==> config.mk <==
export PLATFORM = sky130hd
export DESIGN_NAME = rv64ex_ram
export DESIGN_NICKNAME = d
export VERILOG_FILES = /design/src/hw/rtl/rv64ex_ram.sv
export SDC_FILE = /design/constraint.sdc
export NUM_CORES = 2
export LEC_CHECK = 0
export BUFFER_PORTS_ARGS = -buffer_cell sky130_fd_sc_hd__buf_4
export CAP_MARGIN = 20
export CORE_MARGIN = 2
export CORE_UTILIZATION = 67
export DETAILED_ROUTE_END_ITERATION = 16
export PLACE_DENSITY = 0.91
export SYNTH_ARGS = -nofsm -noshare
export SYNTH_HDL_FRONTEND = slang
export SYNTH_SLANG_ARGS = --single-unit
==> constraint.sdc <==
create_clock -name clk -period 9.5 [get_ports clk]
set_clock_uncertainty 0.15 [all_clocks]
set_input_delay 0.475 -clock clk [delete_from_list [all_inputs] [get_ports clk]]
set_output_delay 0.475 -clock clk [all_outputs]
set_load 0.01 [all_outputs]
==> src/hw/rtl/rv64ex_ram.sv <==
// ----------------------------------------------------------------------------
// rv64ex_ram
// Generic single-write, single-read RAM with registered read data.
// ----------------------------------------------------------------------------
`default_nettype none

module rv64ex_ram #(
	parameter int unsigned WIDTH = 64,
	parameter int unsigned DEPTH = 32
) (
	input  wire logic                     clk,
	input  wire logic                     we,
	input  wire logic [$clog2(DEPTH)-1:0] waddr,
	input  wire logic [WIDTH-1:0]         wdata,
	input  wire logic                     re,
	input  wire logic [$clog2(DEPTH)-1:0] raddr,
	output      logic [WIDTH-1:0]         rdata
);

	logic [WIDTH-1:0] mem [DEPTH];

	always_ff @(posedge clk) begin
		if (we) begin
			mem[waddr] <= wdata;
		end
		if (re) begin
			rdata <= mem[raddr];
		end
	end

endmodule

`default_nettype wire

==> flow_summary_export.csv <==
group,metric,value,unit
outcome,status,"finished clean",
yosys,ys.flop_type,"edfxtp_1",
clock_tree,cts_num_sinks,2112,
route,drc_errors,0,
timing,finalHoldViolCount,0,
timing,rsz0062_at_grt,"false",
yosys,synth_most_common_cell,"edfxtp_1",
timing,fmax,0.274,GHz
yosys,yosys.area.top_type,"edfxtp_1",
setup_path,cp-start-kind,"input pin",
global_routing,antenna_found_initial,25,
placement,port_buffers,140,
setup_path,crit_required,9.93,ns
timing,worst_slew_pin_slew,1.25,ns
yosys,synth_nets,3174,
route,antenna_left,0,
floorplanning,rows,126,
timing,setup_tns,0,ns
yosys,synth_edf_count,2112,
clock_tree,clockBufferDepth,3,
yosys,syn-instance-count,3097,
setup_path,critPathCaptureType,"flip-flop",
yosys,synth_commonest_cells,"edfxtp_1 (2112), mux4_2 (602), mux2_2 (74)",
clock_tree,post-cts-setup-buffer-count,0,
pwr,pwr_density_cell,220,nW/um^2
route,drt_pass1_iterations,6,
pwr,p_leak,28.2,nW
clock_tree,cts-buffers-inserted,193,
placement,hpwlAfterDp,111000,microns
route,avgViaCountPerCell,7.99,
global_routing,grt_pass1_wl,333000,microns
setup_path,crit_fanout,84,
route,drt_iter0_drc,8495,
floorplanning,fp.dieH,349,microns
yosys,synth.distinct_cells,30,
yosys,yosys-top-cells-area,"edfxtp_1 (80%), mux4_2 (17%), mux2_2 (1.0%)",
global_routing,grt_max_degree,128,
final_layout,layout-drive-gt1-share,0.340,
final_layout,area_growth,13.2,%
yosys,synth_top_cell_area_share,0.797,
floorplanning,die_w,349,microns
final_layout,num-fill-cells,5303,
placement,place_congestion,0.762,
global_routing,grt_overflow,0,
final_layout,finalNetCount,3497,
global_routing,track_usage,0.408,
timing,finalCritPeriodShare,0.385,
timing,finalSetupViolations,0,
clock_tree,clk_latency,0.84,ns
yosys,yosys_register_bits,2112,
route,route.detailed.wl_per_inst,48.0,microns
timing,finalCriticalPeriod,3.65,ns
clock_tree,htree_levels,4,
yosys,avgSynthCellArea,25.7,sq um
yosys,ys_async_sr_fraction,0,
job,max-cap-violations,0,
clock_tree,cts_tree,"done",
clock_tree,cts-root-buf,"clkbuf_16",
floorplanning,coreArea,118000,sq um
floorplanning,num_io_pins,141,
pwr,peakVddDrop,0.191,mV
floorplanning,die_area,122000,sq um
clock_tree,clk_pin_slew,0.07,ns
final_layout,final_util,0.764,
route,num_vias,40998,
yosys,yosysSeqAreaShare,0.797,
yosys,synth_warnings,0,
global_routing,grt_pass1_vias,41464,
worst_hold_path,holdCritPathClass,"in2reg",
setup_path,path_class,"in2reg",
route,drt_wl_total,246000,microns
timing,slew_headroom,0.168,
setup_path,cp.arrival,4.08,ns
yosys,synth_area,79600,sq um
floorplanning,initial_utilization,0.675,
timing,whs,0.0548,ns
timing,maxSlewViolCount,0,
[path summary, 6_finish.rpt]
path	to	start	slack, ns	cells past startpoint
worst max-delay path	rdata[43]	raddr[0]	5.85	6
worst min-delay path	rdata[2]	re	0.05	1
worst max register to register	rdata[18]	mem[11][18]	6.97	3
worst min register to register	rdata[36]	mem[2][36]	0.76	4
[final cells by class]
cell class,count,area (sq um),share of cell area
Antenna cell,18,45.0,0.000500
Clock buffer,224,5010,0.0556
Clock inverter,131,1560,0.0173
Inverter,1,3.75,0.0000417
Multi-Input combinational cell,828,15700,0.174
Sequential cell,2112,63400,0.704
Tap cell,1536,1920,0.0213
Timing Repair Buffer,284,2470,0.0274
[power by group]
group	switching, W	total, W	leakage, nW	internal [W]
logic	0.000592	0.00101	5.94	0.000419
clock network	0.00371	0.00838	3.18	0.00467
registers	0.0000704	0.0105	19.1	0.0104
[state kept, by name, summed over array words and instances (netlist names)]
name	cells
mem	2048
rdata	64
[per-layer routing]
| metal | vias to the layer above | share of wire | GRT usage |
|---|---|---|---|
| met3 | 1234 | 0.15 | 0.116 |
| met1 | 20638 | 0.30 | 0.523 |
| met4 | 24 | 0.075 | 0.233 |
| met2 | 4902 | 0.48 | 0.640 |
| li1 | 14200 | - | - |
| met5 | - | 0.00057 | 0 |
[worst max-delay path: stages]
cell	delay (ns)
buf_8	0.69
buf_12	0.59
buf_12	0.57
mux4_2	0.62
mux4_2	0.51
mux2_2	0.31
[placed cells by master, fill, tap and decap left out, types with 2 or more instances in the layout]
| master | Yosys | final |
|---|---|---|
| nand3_1 | 2 | 2 |
| o2bb2ai_1 | 3 | 3 |
| o21ai_0 | 9 | 9 |
| a22oi_1 | 3 | 3 |
| clkinv_8 | 0 | 4 |
| nand2_1 | 3 | 3 |
| bufinv_16 | 0 | 32 |
| clkinv_4 | 0 | 5 |
| edfxtp_1 | 2112 | 2112 |
| a211oi_1 | 3 | 3 |
| mux4_2 | 602 | 602 |
| mux2i_1 | 38 | 38 |
| buf_4 | 14 | 205 |
| o22ai_1 | 10 | 10 |
| nand3b_1 | 5 | 5 |
| clkbuf_16 | 0 | 196 |
| buf_16 | 0 | 3 |
| nor2_1 | 41 | 9 |
| buf_6 | 3 | 2 |
| nor2_4 | 0 | 32 |
| and2_1 | 3 | 3 |
| clkbuf_1 | 55 | 28 |
| buf_12 | 0 | 7 |
| o221ai_1 | 3 | 3 |
| mux2_2 | 74 | 74 |
| clkinv_1 | 0 | 42 |
| clkinv_2 | 0 | 29 |
| a221oi_1 | 12 | 12 |
| dlygate4sd3_1 | 0 | 64 |
| or3b_2 | 2 | 2 |
| o211ai_1 | 3 | 3 |
| buf_8 | 0 | 3 |
| inv_6 | 0 | 6 |
| nand2b_1 | 2 | 2 |
| o31a_1 | 3 | 3 |
| diode_2 | 0 | 18 |
| nor2b_1 | 4 | 4 |
| clkinvlp_4 | 0 | 11 |
[repair_timing]
action,4_1_cts,5_1_grt
hold buffers,64,0
endpoints found under the setup margin,0,0
resized for setup,0,0
hold endpoints to repair,2048,0
[through the flow]
| stage | worst slack (ns) | power, W | area (sq um) | std cells |
|---|---|---|---|---|
| after floorplan | 5.05 | 0.0112 | 79600 | 3097 |
| after global placement | 5.15 | 0.0115 | 82700 | 4692 |
| after detailed placement | 5.06 | 0.0116 | 82800 | 4693 |
| after CTS | 5.88 | 0.0197 | 90000 | 5112 |
| after global routing | 5.65 | 0.0201 | 90100 | 5122 |
| final | 5.85 | 0.0199 | 90100 | 5134 |
[cells by family after synthesis]
kind of cell    Yosys count  synth area share
buf+inv                 157           0.00937
flops                  2112             0.797
mux                     714             0.186
compound gates           50           0.00462
simple gates             64           0.00376
Note: power is estimated with default switching activity, not from simulation.
