<file path="config.mk">
export PLATFORM = sky130hd
export DESIGN_NAME = rv64ex_mdu
export DESIGN_NICKNAME = d
export VERILOG_FILES = /design/src/hw/rtl/rv64ex_pkg.sv /design/src/hw/rtl/rv64ex_mdu.sv
export SDC_FILE = /design/constraint.sdc
export NUM_CORES = 2
export LEC_CHECK = 0
export BUFFER_PORTS_ARGS = -buffer_cell sky130_fd_sc_hd__buf_2
export CAP_MARGIN = 20
export CORE_MARGIN = 5
export CORE_UTILIZATION = 48
export CTS_CLUSTER_SIZE = 40
export DETAILED_ROUTE_END_ITERATION = 10
export PLACE_DENSITY = 0.72
export REMOVE_ABC_BUFFERS = 1
export SLEW_MARGIN = 20
export SYNTH_ARGS = -nofsm -noshare
export SYNTH_HDL_FRONTEND = slang
export SYNTH_SLANG_ARGS = --single-unit
</file>
<file path="constraint.sdc">
create_clock -name clk -period 33.9 [get_ports clk]
set_input_delay 1.695 -clock clk [delete_from_list [all_inputs] [get_ports clk]]
set_output_delay 1.695 -clock clk [all_outputs]
set_load 0.03 [all_outputs]
</file>
<file path="src/hw/rtl/rv64ex_pkg.sv">
// ----------------------------------------------------------------------------
// rv64ex_pkg
// Operation codes, result struct and helpers shared by the execute unit.
// ----------------------------------------------------------------------------
`default_nettype none

package rv64ex_pkg;

	localparam int unsigned XLEN   = 64;
	localparam int unsigned NREGS  = 32;

	// operation codes, in decode order
	typedef enum logic [5:0] {
		CMD_ADD, CMD_ADDW, CMD_SUB, CMD_SUBW, CMD_XOR, CMD_OR, CMD_AND, CMD_SLL,
		CMD_SLLW, CMD_SLT, CMD_SLTU, CMD_SRL, CMD_SRLW, CMD_SRA, CMD_SRAW,
		CMD_ADDI, CMD_ADDIW, CMD_XORI, CMD_ORI, CMD_ANDI, CMD_SLLI,
		CMD_SLLIW, CMD_SRLI, CMD_SRLIW, CMD_SRAI, CMD_SRAIW, CMD_SLTI,
		CMD_SLTIU, CMD_BEQ, CMD_BNE, CMD_BLT, CMD_BGE, CMD_BLTU, CMD_BGEU,
		CMD_JAL, CMD_JALR, CMD_LUI, CMD_AUIPC, CMD_MUL, CMD_MULH,
		CMD_MULHSU, CMD_MULHU, CMD_MULW, CMD_DIV, CMD_DIVU, CMD_DIVW,
		CMD_DIVUW, CMD_REM, CMD_REMU, CMD_REMW, CMD_REMUW, CMD_FENCE,
		CMD_FENCE_I, CMD_SFENCE_VMA, CMD_EBREAK
	} cmd_e;

	// combinational datapath outcome
	typedef struct packed {
		logic [XLEN-1:0] value;
		logic            wr;
		logic [XLEN-1:0] npc;
		logic            ill;
		logic            brk;
		logic            mdu;
	} alu_res_t;

	function automatic logic [XLEN-1:0] sext32(input logic [XLEN-1:0] v);
		sext32 = {{32{v[31]}}, v[31:0]};
	endfunction

endpackage

`default_nettype wire

</file>
<file path="src/hw/rtl/rv64ex_mdu.sv">
// ----------------------------------------------------------------------------
// rv64ex_mdu
// Iterative multiply/divide: one bit per cycle shift-add and restoring divide.
// ----------------------------------------------------------------------------
`default_nettype none

module rv64ex_mdu (
	input  wire logic                        clk,
	input  wire logic                        arst_n,
	input  wire logic                        start,
	input  wire logic [5:0]                  cmd,
	input  wire logic [rv64ex_pkg::XLEN-1:0] a,
	input  wire logic [rv64ex_pkg::XLEN-1:0] b,
	output      logic                        done,
	output      logic [rv64ex_pkg::XLEN-1:0] result
);

	typedef enum logic [2:0] {M_IDLE, M_MUL, M_FIX1, M_FIX2, M_DIV, M_SIGN} mstate_t;

	mstate_t          state_q;
	rv64ex_pkg::cmd_e op_q;
	logic [5:0]       cnt_q;
	logic [63:0]      hi_q;      // product high half / partial remainder
	logic [63:0]      lo_q;      // multiplier / dividend, shifted out
	logic [63:0]      opa_q;     // raw a (mulh fix) or extended dividend
	logic [63:0]      opb_q;     // multiplicand / divisor magnitude
	logic             bneg_q;    // raw b sign for mulh fix
	logic             qneg_q;
	logic             rneg_q;
	logic             dz_q;

	rv64ex_pkg::cmd_e op_in;
	logic             is_mul;
	logic             word_in;
	logic             sgn_in;
	logic [63:0]      x_ext;
	logic [63:0]      y_ext;
	logic [64:0]      mul_sum;
	logic [64:0]      div_trial;
	logic [63:0]      fix_hi;
	logic [63:0]      mul_sel;
	logic [63:0]      div_q;
	logic [63:0]      div_r;
	logic [63:0]      div_sel;
	logic             is_rem;
	logic             word_op;

	assign op_in   = rv64ex_pkg::cmd_e'(cmd);
	assign is_mul  = cmd inside {[rv64ex_pkg::CMD_MUL:rv64ex_pkg::CMD_MULW]};
	assign word_in = (op_in == rv64ex_pkg::CMD_DIVW) || (op_in == rv64ex_pkg::CMD_DIVUW)
		|| (op_in == rv64ex_pkg::CMD_REMW) || (op_in == rv64ex_pkg::CMD_REMUW);
	assign sgn_in  = (op_in == rv64ex_pkg::CMD_DIV) || (op_in == rv64ex_pkg::CMD_DIVW)
		|| (op_in == rv64ex_pkg::CMD_REM) || (op_in == rv64ex_pkg::CMD_REMW);

	// operand extension for the word forms
	always_comb begin
		if (!word_in) begin
			x_ext = a;
			y_ext = b;
		end else if (sgn_in) begin
			x_ext = rv64ex_pkg::sext32(a);
			y_ext = rv64ex_pkg::sext32(b);
		end else begin
			x_ext = {32'd0, a[31:0]};
			y_ext = {32'd0, b[31:0]};
		end
	end

	assign mul_sum   = {1'b0, hi_q} + (lo_q[0] ? {1'b0, opb_q} : 65'd0);
	assign div_trial = {hi_q, lo_q[63]} - {1'b0, opb_q};

	// high-half sign correction, second term, and result pick
	always_comb begin
		fix_hi = hi_q - ((op_q == rv64ex_pkg::CMD_MULH && bneg_q) ? opa_q : 64'd0);
		case (op_q)
			rv64ex_pkg::CMD_MUL:  mul_sel = lo_q;
			rv64ex_pkg::CMD_MULW: mul_sel = rv64ex_pkg::sext32(lo_q);
			default:              mul_sel = fix_hi;
		endcase
	end

	assign is_rem  = op_q inside {[rv64ex_pkg::CMD_REM:rv64ex_pkg::CMD_REMUW]};
	assign word_op = (op_q == rv64ex_pkg::CMD_DIVW) || (op_q == rv64ex_pkg::CMD_DIVUW)
		|| (op_q == rv64ex_pkg::CMD_REMW) || (op_q == rv64ex_pkg::CMD_REMUW);

	// sign restore, divide-by-zero override, word narrowing
	always_comb begin
		div_q = qneg_q ? (~lo_q + 64'd1) : lo_q;
		div_r = rneg_q ? (~hi_q + 64'd1) : hi_q;
		if (dz_q) begin
			div_sel = is_rem ? opa_q : '1;
		end else begin
			div_sel = is_rem ? div_r : div_q;
		end
		if (word_op) begin
			div_sel = rv64ex_pkg::sext32(div_sel);
		end
	end

	// sequencer
	always_ff @(posedge clk or negedge arst_n) begin
		if (!arst_n) begin
			state_q <= M_IDLE;
			done    <= 1'b0;
		end else begin
			done <= (state_q == M_FIX2) || (state_q == M_SIGN);
			case (state_q)
				M_IDLE: begin
					if (start) begin
						op_q  <= op_in;
						cnt_q <= '0;
						hi_q  <= '0;
						if (is_mul) begin
							lo_q    <= a;
							opa_q   <= a;
							opb_q   <= b;
							bneg_q  <= b[63];
							state_q <= M_MUL;
						end else begin
							lo_q    <= (sgn_in && x_ext[63]) ? (~x_ext + 64'd1) : x_ext;
							opb_q   <= (sgn_in && y_ext[63]) ? (~y_ext + 64'd1) : y_ext;
							opa_q   <= x_ext;
							qneg_q  <= sgn_in && (x_ext[63] ^ y_ext[63]);
							rneg_q  <= sgn_in && x_ext[63];
							dz_q    <= (y_ext == 64'd0);
							state_q <= M_DIV;
						end
					end
				end
				M_MUL: begin
					hi_q  <= mul_sum[64:1];
					lo_q  <= {mul_sum[0], lo_q[63:1]};
					cnt_q <= cnt_q + 6'd1;
					if (cnt_q == 6'd63) begin
						state_q <= M_FIX1;
					end
				end
				M_FIX1: begin
					// first signed correction: a negative takes b off
					if ((op_q == rv64ex_pkg::CMD_MULH || op_q == rv64ex_pkg::CMD_MULHSU)
						&& opa_q[63]) begin
						hi_q <= hi_q - opb_q;
					end
					state_q <= M_FIX2;
				end
				M_FIX2: begin
					result  <= mul_sel;
					state_q <= M_IDLE;
				end
				M_DIV: begin
					if (!div_trial[64]) begin
						hi_q <= div_trial[63:0];
						lo_q <= {lo_q[62:0], 1'b1};
					end else begin
						hi_q <= {hi_q[62:0], lo_q[63]};
						lo_q <= {lo_q[62:0], 1'b0};
					end
					cnt_q <= cnt_q + 6'd1;
					if (cnt_q == 6'd63) begin
						state_q <= M_SIGN;
					end
				end
				M_SIGN: begin
					result  <= div_sel;
					state_q <= M_IDLE;
				end
				default: state_q <= M_IDLE;
			endcase
		end
	end

endmodule

`default_nettype wire

</file>
==> reports/qor.yml <==
outcome: "completed"
wirelength_um: 132000
dieWidth_um: 289
synthArstFlopShare_pct: 1.18
firstDrtPassIters: 9
holdCritPathClass: "reg -> reg"
remaining_drc_errors: 0
hold_viol_final: 0
synthDistinctLibCells: 89
synth_xor_xnor_area_share_pct: 11.1
power_mw: 3.61
worstMarginPinSlew_ns: 1.08
hp-start: "cnt_q[0]$_SDFFCE_PP0P_"
final_period_minus_worst_setup_slack_ns: 5.82
grt_pass1_vias: 33900
synth-adder-area-share_pct: 9.09
vias_per_cell: 6.48
finalSetupViolCount: 0
cts.repair.resized: 0
synth_area_leader_cell: "edfxtp_1"
cp-end-kind: "register"
yosysSeqAreaShare_pct: 27.3
skew_ns: 0.0234
fin_tns_setup_ns: 0
synth_top_area_share_pct: 27.0
dr_total_vias: 37100
slowest_stage: "or4_1"
grt_pass1_wl_um: 200000
post_cts_buffers: 0
antenna_found_initial: 4
syn2layout_area_growth_pct: 7.79
avgSynthCellArea_um2: 8.04
start_util_pct: 48.3
drt_iter0_markers: 4446
row_count: 102
clockBufferDepth: 3
arrival_ns: 6.14
rsz0062_at_grt: "false"
yosys_warnings: 0
worst-path-buf-inv: 1
yosys.area_share.simple_pct: 17.8
ir_worst_vdd_mv: 0.0506
crit_fanout: 50
synthFlopType: "edfxtp_1"
reg2reg_from: "op_q[3]$_DFFE_PP_"
grtUsageTotal_pct: 30.1
place_congestion: 0.995
cts_hold_buffers: 0
startpoint: "op_q[3]$_DFFE_PP_"
root_buffer: "clkbuf_16"
routedWlPerCell_um: 23.0
path_clk_slew_ns: 0.06
crit_family: "compound AO/OA/AOI/OAI gates"
max_freq_mhz: 172
cts_made_buffers: 41
io_buffers: 201
maxSlewViolCount: 0
total_leakage_power_nw: 15.8
startpoint_type: "register"
io_pins: 202
synth_compound_area_share_pct: 28.4
final_cell_area_um2: 40300
htreeDepth: 2
drtAntennaViolNets: 0
clock_sinks: 340
slew-limit-headroom_pct: 27.6
synth-edff-count: 336
critical_path_class: "reg -> reg"
synthMuxAreaShare_pct: 1.50
synth_top_family_by_area: "compound AO/OA/AOI/OAI gates"
synth_seq_cells: 340
max_stage_delay_ns: 0.60
maxCapViolCount: 0
place_area_um2: 38900
synth_area_leaders: "edfxtp_1 (27%), ha_1 (8.9%), a21oi_1 (6.5%)"
cts_tree: "done"
nNetsFinal: 5062
core_um2: 77300
grt-ovfl-total: 0
path_cells: "nand2b_1, nor2_1, and3_2, buf_4, and2_1, ha_1, fa_1, nor2b_1, o2111ai_1, a21oi_1, or4_1, a31oi_1, o31a_1, o2111ai_1, a41oi_1, o21ai_0, xor2_1, a221oi_1, a21oi_1"
drive_gt1_share_pct: 8.39
die_h_um: 289
synth_area_um2: 37400
crit_required_ns: 34.22
syn_inst: 4643
p_per_area_nw_per_um2: 89.7
dp_hpwl_um: 101000
insertion_delay_ns: 0.59
finalCritPeriodShare_pct: 17.2
grt_max_degree: 100
die_area_um2: 83500
==> metrics by stage <==
stage / std cells / worst slack, ns / hold WS [ns] / util (%)
2_1_floorplan: 4359 / 20.41 / 0.561 / -
3_3_place_gp: 5652 / 28.16 / 0.597 / 50.3
3_5_place_dp: 5652 / 28.12 / 0.616 / 50.3
4_1_cts: 5725 / 28.18 / 0.631 / 52.0
5_1_grt: 5728 / 27.80 / 0.649 / 52.1
6_report: 5728 / 28.08 / 0.635 / 52.1
==> registers in the layout, summed over array words and instances (netlist names) <==
signal,count
result,64
lo_q,64
opa_q,64
rneg_q,1
done,1
opb_q,64
op_q,6
bneg_q,1
cnt_q,6
state_q,3
dz_q,1
hi_q,64
qneg_q,1
==> cells in the mapped netlist (36+ instances only) <==
library cell	n
o21bai_1	53
a211oi_1	51
o31ai_1	71
a21o_1	159
xor2_1	218
mux2i_1	48
clkbuf_1	249
nor2b_1	48
edfxtp_1	336
xnor2_1	254
ha_1	265
a31oi_1	43
a221oi_1	41
nand3_1	85
or3_1	55
nor2_1	364
nand4_1	75
a21oi_1	485
nand2b_1	44
o41ai_1	36
inv_1	154
nand2_1	452
nor3_1	72
a22oi_1	102
o21ai_0	404
==> where the power goes <==
part / leakage (nW) / internal, mW / switching, mW
logic: 12.0 / 0.943 / 1.39
registers: 3.19 / 0.609 / 0.204
clock network: 0.642 / 0.264 / 0.197
==> worst reg2reg max path, stage by stage, from the launching register on <==
cell and delay (ns):
edfxtp_1 0.42, nand2b_1 0.25, nor2_1 0.16, and3_2 0.41, buf_4 0.54, and2_1 0.27, ha_1 0.18, fa_1 0.20
nor2b_1 0.08, o2111ai_1 0.24, a21oi_1 0.11, or4_1 0.60, a31oi_1 0.50, o31a_1 0.40, o2111ai_1 0.20, a41oi_1 0.35
o21ai_0 0.16, xor2_1 0.16, a221oi_1 0.26, a21oi_1 0.06
==> layout by cell type, fill, tap and decap left out, drive strengths merged, types with 32 or more instances in the layout <==
cell / instances
mux2i: 48
inv: 161
nor2: 364
nor4: 32
or3: 64
and3: 34
o21ai: 409
xnor2: 254
a221oi: 41
o221ai: 34
nand4: 75
edfxtp: 336
ha: 265
o41ai: 37
a31oi: 43
a21oi: 485
nor2b: 48
a22oi: 102
a21o: 159
xor2: 218
nor3: 74
nand2b: 44
a211oi: 51
o21bai: 53
buf: 254
clkbuf: 50
o31ai: 71
nand3: 85
nand2: 452
==> final timing paths <==
kind,depth (start not counted),endpoint,slack [ns]
worst min-delay path,1,cnt_q[0]$_SDFFCE_PP0P_,0.63
min in group asynchronous,1,done$_DFF_PN0_,0.93
max in group asynchronous,1,state_q[0]$_DFFE_PN0P_,32.79
worst min register to register,1,cnt_q[0]$_SDFFCE_PP0P_,0.63
worst max register to register,19,result[62]$_DFFE_PP_,28.08
worst max-delay path,19,result[62]$_DFFE_PP_,28.08
==> cell families after synthesis <==
group,after synthesis
buffers and inverters,440
DFF,340
AOI/OAI and AO/OA,1677
adders and majority gates,269
xor gates and xnor gates,472
muxes,55
and+or+nand+nor,1390
==> layer usage <==
metal / wire [µm] / GRT usage, % / part of all wire [%] / vias to the layer above
met5: 0 / 0 / 0 / -
met2: 55600 / 45.0 / 42 / 2044
met3: 14700 / 5.15 / 11 / 251
met1: 57100 / 44.4 / 43 / 17500
li1: - / - / - / 17400
met4: 4480 / 9.66 / 3.4 / 0
==> cell type report <==
| type | count | area, µm² |
|---|---|---|
| Fill cell | 7531 | 37100 |
| Multi-Input combinational cell | 3863 | 25400 |
| Sequential cell | 340 | 10200 |
| Timing Repair Buffer | 254 | 1400 |
| Tap cell | 1040 | 1300 |
| Clock buffer | 50 | 1100 |
| Inverter | 156 | 591 |
| Clock inverter | 23 | 254 |
| Antenna cell | 2 | 5.00 |
Note: power is estimated with default switching activity, not from simulation.
